<file path="config.mk">
export PLATFORM = sky130hd
export DESIGN_NAME = decimating_peak_envelope_detector_flat
export DESIGN_NICKNAME = d
export VERILOG_FILES = /design/src/dped_pkg.sv /design/src/dped_if.sv /design/src/decimating_peak_envelope_detector.sv /design/src/flat_wrapper.sv
export SDC_FILE = /design/constraint.sdc
export NUM_CORES = 1
export LEC_CHECK = 0
export BUFFER_PORTS_ARGS = -buffer_cell sky130_fd_sc_hd__buf_2
export CORE_MARGIN = 1.5
export CORE_UTILIZATION = 55
export CTS_CLUSTER_DIAMETER = 40
export DETAILED_ROUTE_END_ITERATION = 8
export GPL_TIMING_DRIVEN = 0
export MAX_ROUTING_LAYER = met4
export PLACE_DENSITY = 0.73
export SETUP_SLACK_MARGIN = 0.02
export SLEW_MARGIN = 10
export SYNTH_ARGS = -nofsm -noshare
export SYNTH_HDL_FRONTEND = slang
export SYNTH_SLANG_ARGS = --single-unit
</file>
<file path="constraint.sdc">
create_clock -name clock -period 8.1 [get_ports clock]
set_clock_uncertainty 0.1 [all_clocks]
set_input_delay 0.405 -clock clock [delete_from_list [all_inputs] [get_ports clock]]
set_output_delay 0.405 -clock clock [all_outputs]
set_load 0.01 [all_outputs]
</file>
<file path="src/dped_pkg.sv">
// Shared types and constants for the decimating peak envelope detector.
package dped_pkg;

   // Sample and result field widths
   localparam int SAMPLE_W   = 12;
   localparam int ENV_BYTE_W = 8;
   localparam int BYTE_SHIFT = 4;

   // Configuration register widths
   localparam int DEC_W      = 11;
   localparam int DECAY_W    = 11;
   localparam int MID_W      = 12;
   localparam int LIMIT_W    = 16;
   localparam int CSR_DATA_W = 16;

   // Decay is expressed in 1024ths
   localparam int DECAY_SHIFT = 10;
   localparam int PROD_W      = SAMPLE_W + DECAY_W;

   // Reset values of the configuration registers
   localparam logic [DEC_W-1:0]   DEC_RESET   = DEC_W'(1);
   localparam logic [DECAY_W-1:0] DECAY_RESET = DECAY_W'(1000);
   localparam logic [MID_W-1:0]   MID_RESET   = MID_W'(2048);
   localparam logic [LIMIT_W-1:0] LIMIT_RESET = LIMIT_W'(65535);

   // Configuration register indexes
   typedef enum logic [1:0] {
      CSR_DECIMATION   = 2'd0,
      CSR_DECAY_FACTOR = 2'd1,
      CSR_MID_SCALE    = 2'd2,
      CSR_OUTPUT_LIMIT = 2'd3
   } csr_index_type;

   typedef logic [SAMPLE_W-1:0] sample_type;

endpackage

</file>
<file path="src/dped_if.sv">
// Request and result channel interfaces of the envelope detector.
interface dped_req_if;
   import dped_pkg::*;

   logic       valid;
   logic       ready;
   sample_type sample;
   logic       end_of_block;

   modport source (output valid, sample, end_of_block, input ready);
   modport sink   (input valid, sample, end_of_block, output ready);
endinterface

interface dped_rsp_if;
   import dped_pkg::*;

   logic                  valid;
   logic                  ready;
   logic [ENV_BYTE_W-1:0] envelope_byte;
   sample_type            envelope_full;
   logic                  block_final;

   modport source (output valid, envelope_byte, envelope_full, block_final, input ready);
   modport sink   (input valid, envelope_byte, envelope_full, block_final, output ready);
endinterface

</file>
<file path="src/decimating_peak_envelope_detector.sv">
// Decimating peak envelope detector: magnitude, window peak, decay, block limit.
//
//   channel   dir  handshake       payload
//   req_chan  in   valid/ready     sample[11:0], end_of_block
//   rsp_chan  out  valid/ready     envelope_byte[7:0], envelope_full[11:0], block_final
//   csr_*     in   csr_we          csr_index[1:0], csr_wdata[15:0]
//
// One request per clock is taken unless a stalled result blocks it; each request passes
// the input register, and one that closes a window then loads the result register.
// The rate is set by the window/envelope update loop.
// Reset is synchronous; config registers return to their defaults, state to zero.
// A stalled result holds the input register, which in turn holds req_chan.ready low.
module decimating_peak_envelope_detector #(
   parameter int MAX_DECIMATION = 1024
) (
   input  logic                     clock,
   input  logic                     reset,
   dped_req_if.sink                 req_chan,
   dped_rsp_if.source               rsp_chan,
   input  logic                     csr_we,
   input  dped_pkg::csr_index_type  csr_index,
   input  logic [dped_pkg::CSR_DATA_W-1:0] csr_wdata
);
   import dped_pkg::*;

   localparam int FILL_W = (MAX_DECIMATION > 1) ? $clog2(MAX_DECIMATION + 1) : 1;

   // Configuration registers
   logic [DEC_W-1:0]   dec_ff;
   logic [DECAY_W-1:0] decay_ff;
   logic [MID_W-1:0]   mid_ff;
   logic [LIMIT_W-1:0] limit_ff;

   always_ff @(posedge clock) begin
      if (reset) begin
         dec_ff   <= DEC_RESET;
         decay_ff <= DECAY_RESET;
         mid_ff   <= MID_RESET;
         limit_ff <= LIMIT_RESET;
      end else if (csr_we) begin
         case (csr_index)
            CSR_DECIMATION:   dec_ff   <= csr_wdata[DEC_W-1:0];
            CSR_DECAY_FACTOR: decay_ff <= csr_wdata[DECAY_W-1:0];
            CSR_MID_SCALE:    mid_ff   <= csr_wdata[MID_W-1:0];
            CSR_OUTPUT_LIMIT: limit_ff <= csr_wdata[LIMIT_W-1:0];
            default: ;
         endcase
      end
   end

   // Input register
   logic       s1_valid_ff;
   sample_type s1_sample_ff;
   logic       s1_eob_ff;
   logic       out_free;
   logic       s1_advance;

   assign out_free       = !rsp_chan.valid || rsp_chan.ready;
   assign s1_advance     = s1_valid_ff && out_free;
   assign req_chan.ready = !s1_valid_ff || out_free;

   always_ff @(posedge clock) begin
      if (reset) begin
         s1_valid_ff <= 1'b0;
      end else if (req_chan.ready) begin
         s1_valid_ff <= req_chan.valid;
      end
   end

   always_ff @(posedge clock) begin
      if (req_chan.ready && req_chan.valid) begin
         s1_sample_ff <= req_chan.sample;
         s1_eob_ff    <= req_chan.end_of_block;
      end
   end

   // Window and envelope state
   sample_type          win_max_ff;
   logic [FILL_W-1:0]   win_fill_ff;
   sample_type          held_ff;
   logic [LIMIT_W-1:0]  count_ff;

   // Effective window length: zero means one, clipped at the maximum
   logic [FILL_W-1:0] dec_eff;
   always_comb begin
      if (dec_ff == '0) begin
         dec_eff = FILL_W'(1);
      end else if (32'(dec_ff) > $unsigned(MAX_DECIMATION)) begin
         dec_eff = FILL_W'(MAX_DECIMATION);
      end else begin
         dec_eff = FILL_W'(dec_ff);
      end
   end

   // Per-sample datapath
   logic                  active;
   sample_type            mag;
   sample_type            new_max;
   logic [FILL_W-1:0]     fill_inc;
   logic                  close;
   logic [PROD_W-1:0]     prod;
   logic [PROD_W-DECAY_SHIFT-1:0] scaled;
   sample_type            decayed;
   sample_type            env_next;

   always_comb begin
      active   = count_ff < limit_ff;
      mag      = (s1_sample_ff >= mid_ff) ? (s1_sample_ff - mid_ff) : (mid_ff - s1_sample_ff);
      new_max  = (mag > win_max_ff) ? mag : win_max_ff;
      fill_inc = win_fill_ff + FILL_W'(1);
      close    = active && ((fill_inc >= dec_eff) || s1_eob_ff);
      prod     = PROD_W'(held_ff) * PROD_W'(decay_ff);
      scaled   = prod[PROD_W-1:DECAY_SHIFT];
      // Decay above unity can overflow the sample range: saturate
      decayed  = (|scaled[PROD_W-DECAY_SHIFT-1:SAMPLE_W]) ? '1 : scaled[SAMPLE_W-1:0];
      env_next = (new_max > held_ff) ? new_max : decayed;
   end

   // Next state: window update, close, then end-of-block clear
   sample_type          win_max_in;
   logic [FILL_W-1:0]   win_fill_in;
   sample_type          held_in;
   logic [LIMIT_W-1:0]  count_in;

   always_comb begin
      win_max_in  = win_max_ff;
      win_fill_in = win_fill_ff;
      held_in     = held_ff;
      count_in    = count_ff;
      if (s1_advance) begin
         if (active) begin
            win_max_in  = new_max;
            win_fill_in = fill_inc;
         end
         if (close) begin
            held_in     = env_next;
            count_in    = count_ff + LIMIT_W'(1);
            win_max_in  = '0;
            win_fill_in = '0;
         end
         if (s1_eob_ff) begin
            win_max_in  = '0;
            win_fill_in = '0;
            count_in    = '0;
         end
      end
   end

   // State update
   always_ff @(posedge clock) begin
      if (reset) begin
         win_max_ff  <= '0;
         win_fill_ff <= '0;
         held_ff     <= '0;
         count_ff    <= '0;
      end else begin
         win_max_ff  <= win_max_in;
         win_fill_ff <= win_fill_in;
         held_ff     <= held_in;
         count_ff    <= count_in;
      end
   end

   // Result register
   logic out_valid_ff;

   always_ff @(posedge clock) begin
      if (reset) begin
         out_valid_ff <= 1'b0;
      end else if (s1_advance && close) begin
         out_valid_ff <= 1'b1;
      end else if (rsp_chan.ready) begin
         out_valid_ff <= 1'b0;
      end
   end

   sample_type out_env_ff;
   logic       out_final_ff;

   always_ff @(posedge clock) begin
      if (s1_advance && close) begin
         out_env_ff   <= env_next;
         out_final_ff <= s1_eob_ff;
      end
   end

   assign rsp_chan.valid         = out_valid_ff;
   assign rsp_chan.envelope_full = out_env_ff;
   assign rsp_chan.envelope_byte = out_env_ff[BYTE_SHIFT +: ENV_BYTE_W];
   assign rsp_chan.block_final   = out_final_ff;

   // Fill count always wraps before reaching the longest window
   a_fill_bound: assert property (@(posedge clock) disable iff (reset)
      win_fill_ff < FILL_W'(MAX_DECIMATION))
      else $error("window fill out of range");

   // A result carries the envelope that is then held
   a_env_held: assert property (@(posedge clock) disable iff (reset)
      (s1_advance && close) |=> (rsp_chan.envelope_full == held_ff))
      else $error("result differs from held envelope");

   // End of block clears window and result count
   a_eob_clear: assert property (@(posedge clock) disable iff (reset)
      (s1_advance && s1_eob_ff) |=> (count_ff == '0 && win_fill_ff == '0 && win_max_ff == '0))
      else $error("end of block did not clear state");

   // No result is produced once the block limit is reached
   a_limit: assert property (@(posedge clock) disable iff (reset)
      (s1_advance && !active) |=> (count_ff == '0 || count_ff == $past(count_ff)))
      else $error("result counted past the block limit");

endmodule

</file>
<file path="src/flat_wrapper.sv">
// flat-port wrapper written by rule: the top's interface ports become plain ports
module decimating_peak_envelope_detector_flat import dped_pkg::*;
#(
   parameter int MAX_DECIMATION = 1024
)
  (clock, reset, csr_we, csr_index, csr_wdata, req_chan_valid, req_chan_sample, req_chan_end_of_block, req_chan_ready, rsp_chan_valid, rsp_chan_envelope_byte, rsp_chan_envelope_full, rsp_chan_block_final, rsp_chan_ready);
  dped_req_if req_chan_i ();
  dped_rsp_if rsp_chan_i ();
  input  logic clock;
  input  logic reset;
  input  logic csr_we;
  input  dped_pkg::csr_index_type csr_index;
  input  logic [dped_pkg::CSR_DATA_W-1:0] csr_wdata;
  input wire logic [$bits(req_chan_i.valid)-1:0] req_chan_valid;
  input wire logic [$bits(req_chan_i.sample)-1:0] req_chan_sample;
  input wire logic [$bits(req_chan_i.end_of_block)-1:0] req_chan_end_of_block;
  output wire logic [$bits(req_chan_i.ready)-1:0] req_chan_ready;
  output wire logic [$bits(rsp_chan_i.valid)-1:0] rsp_chan_valid;
  output wire logic [$bits(rsp_chan_i.envelope_byte)-1:0] rsp_chan_envelope_byte;
  output wire logic [$bits(rsp_chan_i.envelope_full)-1:0] rsp_chan_envelope_full;
  output wire logic [$bits(rsp_chan_i.block_final)-1:0] rsp_chan_block_final;
  input wire logic [$bits(rsp_chan_i.ready)-1:0] rsp_chan_ready;
  assign req_chan_i.valid = req_chan_valid;
  assign req_chan_i.sample = req_chan_sample;
  assign req_chan_i.end_of_block = req_chan_end_of_block;
  assign req_chan_ready = req_chan_i.ready;
  assign rsp_chan_valid = rsp_chan_i.valid;
  assign rsp_chan_envelope_byte = rsp_chan_i.envelope_byte;
  assign rsp_chan_envelope_full = rsp_chan_i.envelope_full;
  assign rsp_chan_block_final = rsp_chan_i.block_final;
  assign rsp_chan_i.ready = rsp_chan_ready;
  decimating_peak_envelope_detector #(.MAX_DECIMATION(MAX_DECIMATION)) u_core (.clock(clock), .reset(reset), .req_chan(req_chan_i), .rsp_chan(rsp_chan_i), .csr_we(csr_we), .csr_index(csr_index), .csr_wdata(csr_wdata));
endmodule
</file>
# Word level (Yosys, flattened, before mapping)
# Cells that the tools add are included.
# Widths: inputs -> output; s select.
# totals
regBits	129
inputBits	36
out_inout_bits	23
wordCells	65
# classes
addsub	4
mul	1
n_lt_le_gt_ge	6
n_eq_ne	3
muxes	16
n_reduce_logical	21
# ops
cell	count
$mux 12	7
$mux 11	5
$mux 16	2
$gt 12x12->1	2
$sub 12x12->12	2
$mul 12x11->23	1
$add 16x1->16 const B	1
$lt 16x16->1	1
$reduce_and 2->1	7
$ge 12x12->1	1
$add 11x1->11 const B	1
$ge 11x11->1	1
$gt 11x11->1 const B	1
$logic_not 11->1	1
$eq 2x2->1 const B	2
$logic_and 1x1->1	4
$reduce_bool 2->1	2
$logic_or 1x1->1	3
$reduce_bool 3->1	1
$eq 2x1->1 const B	1
$logic_not 1->1	2
$logic_not 2->1	1
$mux 1	2

# Depth between registers and ports, before layout
# logic_depth
ltp_word	8
depth_mapped	31
ltp_nobuf	28

# Worst setup path before layout
# OpenSTA, ideal clock, no wires.
# synth_path
path_kind	register to register
startpoint	register u_core.s1_sample_ff[0]
endpoint	register u_core.out_env_ff[9], in the netlist u_core.rsp_chan.envelope_full[9] (data pin)
setup_time_ns	0.266
t_arrival_ns	6.075
required_ns	7.734
slack_ns	1.659
stages_incl_launch_ff	29
path_buffers	2
period_less_slack_ns	6.441
cell_sequence	edfxtp_1 -> inv_1 -> ha_1 -> inv_1 -> fa_1 -> a221oi_2 -> a31o_2 -> a21oi_1 -> or3_1 -> nand2_1 -> inv_1 -> ha_1 -> and3_1 -> a221o_1 -> a221oi_1 -> a21oi_1 -> clkbuf_1 -> a31oi_1 -> inv_1 -> ha_1 -> a21o_1 -> a211oi_1 -> nor3_1 -> o31ai_1 -> o2111a_1 -> a21oi_1 -> buf_2 -> nor4_1 -> nor2_1
# synth_between
elab_chain_cells	6
word_cells_on_any_way	8
classes_between	add/sub (2); order compare (3); mux (3)
# synth_rtl
item	line	text
start, declared	decimating_peak_envelope_detector.sv:53	sample_type s1_sample_ff;
start signal, assigned	decimating_peak_envelope_detector.sv:72	s1_sample_ff <= req_chan.sample;
$sub 12x12->12 or $ge 12x12->1 (tied branches)	decimating_peak_envelope_detector.sv:108	mag = (s1_sample_ff >= mid_ff) ? (s1_sample_ff - mid_ff) : (mid_ff - s1_sample_ff);
$mux 12 (*)	decimating_peak_envelope_detector.sv:108	
$gt 12x12->1	decimating_peak_envelope_detector.sv:109	new_max = (mag > win_max_ff) ? mag : win_max_ff;
$mux 12 (*)	decimating_peak_envelope_detector.sv:109	
$gt 12x12->1	decimating_peak_envelope_detector.sv:116	env_next = (new_max > held_ff) ? new_max : decayed;
$mux 12 (*)	decimating_peak_envelope_detector.sv:116	
via u_core.env_next[9]	decimating_peak_envelope_detector.sv:104	sample_type env_next;
end signal, assigned	decimating_peak_envelope_detector.sv:182	out_env_ff <= env_next;
end, declared	decimating_peak_envelope_detector.sv:177	sample_type out_env_ff;
# The timed path passes the listed nets; every way through them passes the cells marked *.
# A chain may end at the register's enable or synchronous reset.

# Worst setup path in the final report
# layout_path
startpoint	register u_core.s1_sample_ff[0]
endpoint	register u_core.held_ff[2]
# layout_between
elab_chain_cells	6
word_cells_on_any_way	8
classes_between	add/sub (2); order compare (3); mux (3)
# layout_rtl
item	line	text
$sub 12x12->12 or $ge 12x12->1 (tied branches)	decimating_peak_envelope_detector.sv:108	
$mux 12 (*)	decimating_peak_envelope_detector.sv:108	
$gt 12x12->1	decimating_peak_envelope_detector.sv:109	
$mux 12 (*)	decimating_peak_envelope_detector.sv:109	
$gt 12x12->1	decimating_peak_envelope_detector.sv:116	
$mux 12 (*)	decimating_peak_envelope_detector.sv:116	
end signal, assigned	decimating_peak_envelope_detector.sv:159	held_ff <= held_in;
end, declared	decimating_peak_envelope_detector.sv:80	sample_type held_ff;
# Every way passes the cells marked *; elsewhere a longest branch is shown, timed or not.

==> impl_summary.txt <==
----------------------------------------------------
[Outcome]
  Result of the run ... finished clean

[Pwr]
  Leak pwr ... 0.00607 uW
  Design Power ... between 3000 and 4000 uW
  Switching part of the total power ... 43.6%
  Relative contribution of combinational cells to total power ... 54.7%
  Part of the total power dissipated in the clock network ... 22.2%
  Internal cell power ... 1940 uW
  Part of the total power dissipated in sequential elements ... 23.1%
  Power density normalized to cell area ... between 200 and 300 nW/um2
  IR Drop Worst-Case VDD ... 0.148 mV
  Switching component of the power ... 1500 uW

[Cells and area]
  Most common library cell in the layout ignoring fill and taps ... sky130_fd_sc_hd__nand2_1
  Syn-to-layout area delta ... 10.7%
  Most used cells in the layout excluding fill and tap cells ... sky130_fd_sc_hd__nand2_1, sky130_fd_sc_hd__inv_1, sky130_fd_sc_hd__ha_1
  Number of nets in the finished design ... 1,741
  Antenna diode count ... 0
  Share of cells above drive strength 1 ... a little over 9%
  Final Util ... 62.3%

[Detailed routing]
  DR vias ... 10,153
  DRC violations left ... 0
  Via density per instance ... approximately 5.7
  Routed length per instance ... 17.6 um
  Sum of routed wire length over all layers ... 31.2 mm
  First drt pass iteration count ... 7
  Number of antenna-violating nets in the routed design ... 0
  Count of routing violations after the opening detailed-route iteration ... 538

[Clock network]
  Count of instances resized after the clock tree is built ... 0
  Hold buffers post-CTS ... 0
  Sinks on Clock Net ... 129
  Clk_lat worst skew ... 420 ps
  Total clock buffers created by CTS ... 17
  Post-CTS Setup Bufs ... 0
  H-Tree Level Count ... 4
  CTS root buf ... sky130_fd_sc_hd__clkbuf_16
  Clock buffer depth ... 2
  CTS clk-pin slew, worst paths ... 60 ps
  Clock tree from TritonCTS ... built

[Synthesis]
  Gate count after technology mapping ... roughly 1,400
  Top_reg_cell synth ... sky130_fd_sc_hd__dfxtp_1
  Cell area after synthesis ... roughly 12,000 um2
  Share of the yosys chip area belonging to registers ... about a quarter
  Number of nets in the synthesized netlist ... 1,662
  Post-synth EDFFs ... 26
  Seq cells post-synth ... 129
  Number of distinct library cells after synthesis ... 72
  Synthesized area divided by synthesized cell count ... 8.46 um2
  Synth Warn # ... 0
  Share of flip-flops with an asynchronous set or reset after synthesis ... 0%

[Min path]
  Hold WC Path Type ... in2reg

[Worst setup path]
  Crit-path slowest cell ... sky130_fd_sc_hd__a221oi_2
  Data required time at the worst endpoint ... 8300 ps
  Largest stage delay on the critical path ... 440 ps
  Critical path endpoint category ... register
  Most repeated library cell on the critical path ... sky130_fd_sc_hd__nor2_1
  Worst Path Max Fanout ... 10
  Critical setup path kind ... reg2reg
  Worst setup SP type ... register
  Worst Path Arrival ... around 7800 ps

[STA]
  Final worst path period need ... 7560 ps
  Share of the clock period used by the worst path after layout ... 93.3%
  Final setup fails ... 0
  Final slew viol count ... 0
  RSZ-0062 raised after global routing ... false
  Minimum setup slack in the final design ... 541 ps
  Post-route setup TNS ... 0 ps
  Final count of hold timing violations ... 0
  Peak Freq ... 0.132 GHz
  Measured slew at the worst slew-check pin ... 770 ps
  Worst slew margin relative to its limit ... between 40% and 50%

[Global route]
  Number of antenna violations at the first check in global routing ... 0
  Global-route total usage across every layer ... between 30 and 40%
  Met1 Usage GRT ... 37.6%
  Global route overflow ... 0
  Met2 global-route usage ... 50.3%
  Maximum number of pins on one net before global-route repair ... 17
  Vias in the first global route ... 9,962
  Layer with the highest usage ... met2
  Met3 usage ... 4.39%
  Global-route wire length before repair ... 51.1 mm

[Job]
  Max Cap Violations ... 0

[Place]
  Detail Placement HPWL ... 24.6 mm
  Count of port buffers added during placement ... 58
  Minimum setup slack after placement ... 73.0 ps
  RD Place Congestion ... just over 0.9

[Floorplan]
  Vertical die dimension ... 150 um
  Chip Width ... 150 um
  Initial standard-cell utilization of the core ... 56.3%
  Std cell rows ... 53
  I/O pin total ... 59
  Area of the die ... approximately 22,000 um2
  Placeable core region ... between 20,000 and 25,000 um2

----------------------------------------------------
## cell usage after synthesis (all sizes together) (4+ instances only)
library cell  count  area (um2)
nor4b             4        35.0
nor2             58         220
or3               7        43.8
or2               5        31.3
a21oi            87         435
nand2b           15        93.8
xnor2            12         105
nand4b            9        78.8
and3             15        93.8
nor2b            10        62.6
a22o              8        70.1
o31a              5        43.8
o21a              8        60.1
o211ai           21         158
and2             57         357
mux2i            24         240
fa               90        1800
xor2             15         131
a31oi             8        56.3
nand4            15        93.8
or4               4        30.0
o31ai            11        92.6
o21ai            53         265
nor4             14        87.6
dfxtp           103        2060
ha              133        1660
a211oi            9        67.6
clkbuf           55         208
a21o             16         120
nor3             10        50.1
nand3            31         155
buf              19         125
nand2           216         818
inv             183         687
edfxtp           26         781
## sequential cells by signal, summed over array words and instances (netlist names)
signal,cells
u_core.rsp_chan.envelope_full,12
u_core.held_ff,12
u_core.win_fill_ff,11
u_core.mid_ff,12
u_core.s1_sample_ff,12
u_core.s1_valid_ff,1
u_core.dec_ff,11
u_core.rsp_chan.valid,1
u_core.decay_ff,11
u_core.s1_eob_ff,1
u_core.win_max_ff,12
u_core.rsp_chan.block_final,1
u_core.limit_ff,16
u_core.count_ff,16
## area by class of cell
type,count,area [um2]
Tap cell,275,344
Timing Repair Buffer,60,305
Clock buffer,19,464
Inverter,183,687
Buffer,74,334
Sequential cell,129,2840
Fill cell,1857,7950
Clock inverter,13,123
Multi-Input combinational cell,1017,8040
## through the flow
step | hold slack, ps | std cells | instance area [um2]
floorplan | 336 | 1403 | 11900
global placement | 347 | 1736 | 12500
detailed placement | 356 | 1738 | 12500
CTS | 43.2 | 1770 | 13100
global route | 44.8 | 1770 | 13100
finish | 54.6 | 1770 | 13100
## cell families after synthesis
logic type / Yosys count / share of synthesized area, %
AND/OR/NAND/NOR: 477 / 19.5
flip-flops: 129 / 24.0
AO/OA/AOI/OAI: 264 / 14.5
adder cells (fa/ha/maj): 223 / 29.2
multiplexers: 26 / 2.28
XOR/XNOR: 27 / 1.99
buffers and inverters: 257 / 8.60
## per-layer routing
layer / wire length [um] / up-vias
met5: 0 / -
met4: 701 / 0
met3: 1600 / 59
met2: 15500 / 292
met1: 13400 / 4921
li1: - / 4881
## path summary, 6_finish.rpt
kind	depth (start not counted)	endpoint	start	slack, ps
worst min register to register	2	u_core.win_max_ff[5]	u_core.win_max_ff[5]	360
worst min-delay path	1	u_core.s1_eob_ff	req_chan_end_of_block	50
worst max-delay path	30	u_core.held_ff[2]	u_core.s1_sample_ff[0]	540
worst max register to register	30	u_core.held_ff[2]	u_core.s1_sample_ff[0]	540
## power by group through the flow
stage | logic [uW] | registers [uW] | clock network [uW]
2_1_floorplan | 1360 | 794 | 0
3_5_place_dp | 1840 | 807 | 0
4_1_cts | 1870 | 793 | 774
3_3_place_gp | 1820 | 807 | 0
6_report | 1880 | 794 | 765
5_1_grt | 2150 | 799 | 801
## worst max-delay path, delay by kind of cell, from the launching register on
kind | cells | cell delay (ps)
DFF | 1 | 410
adders and majority gates | 4 | 980
buffers and inverters | 6 | 1180
AOI/OAI and AO/OA | 9 | 2680
and+or+nand+nor | 11 | 2070
No activity file was read; power rests on OpenSTA's default activity.
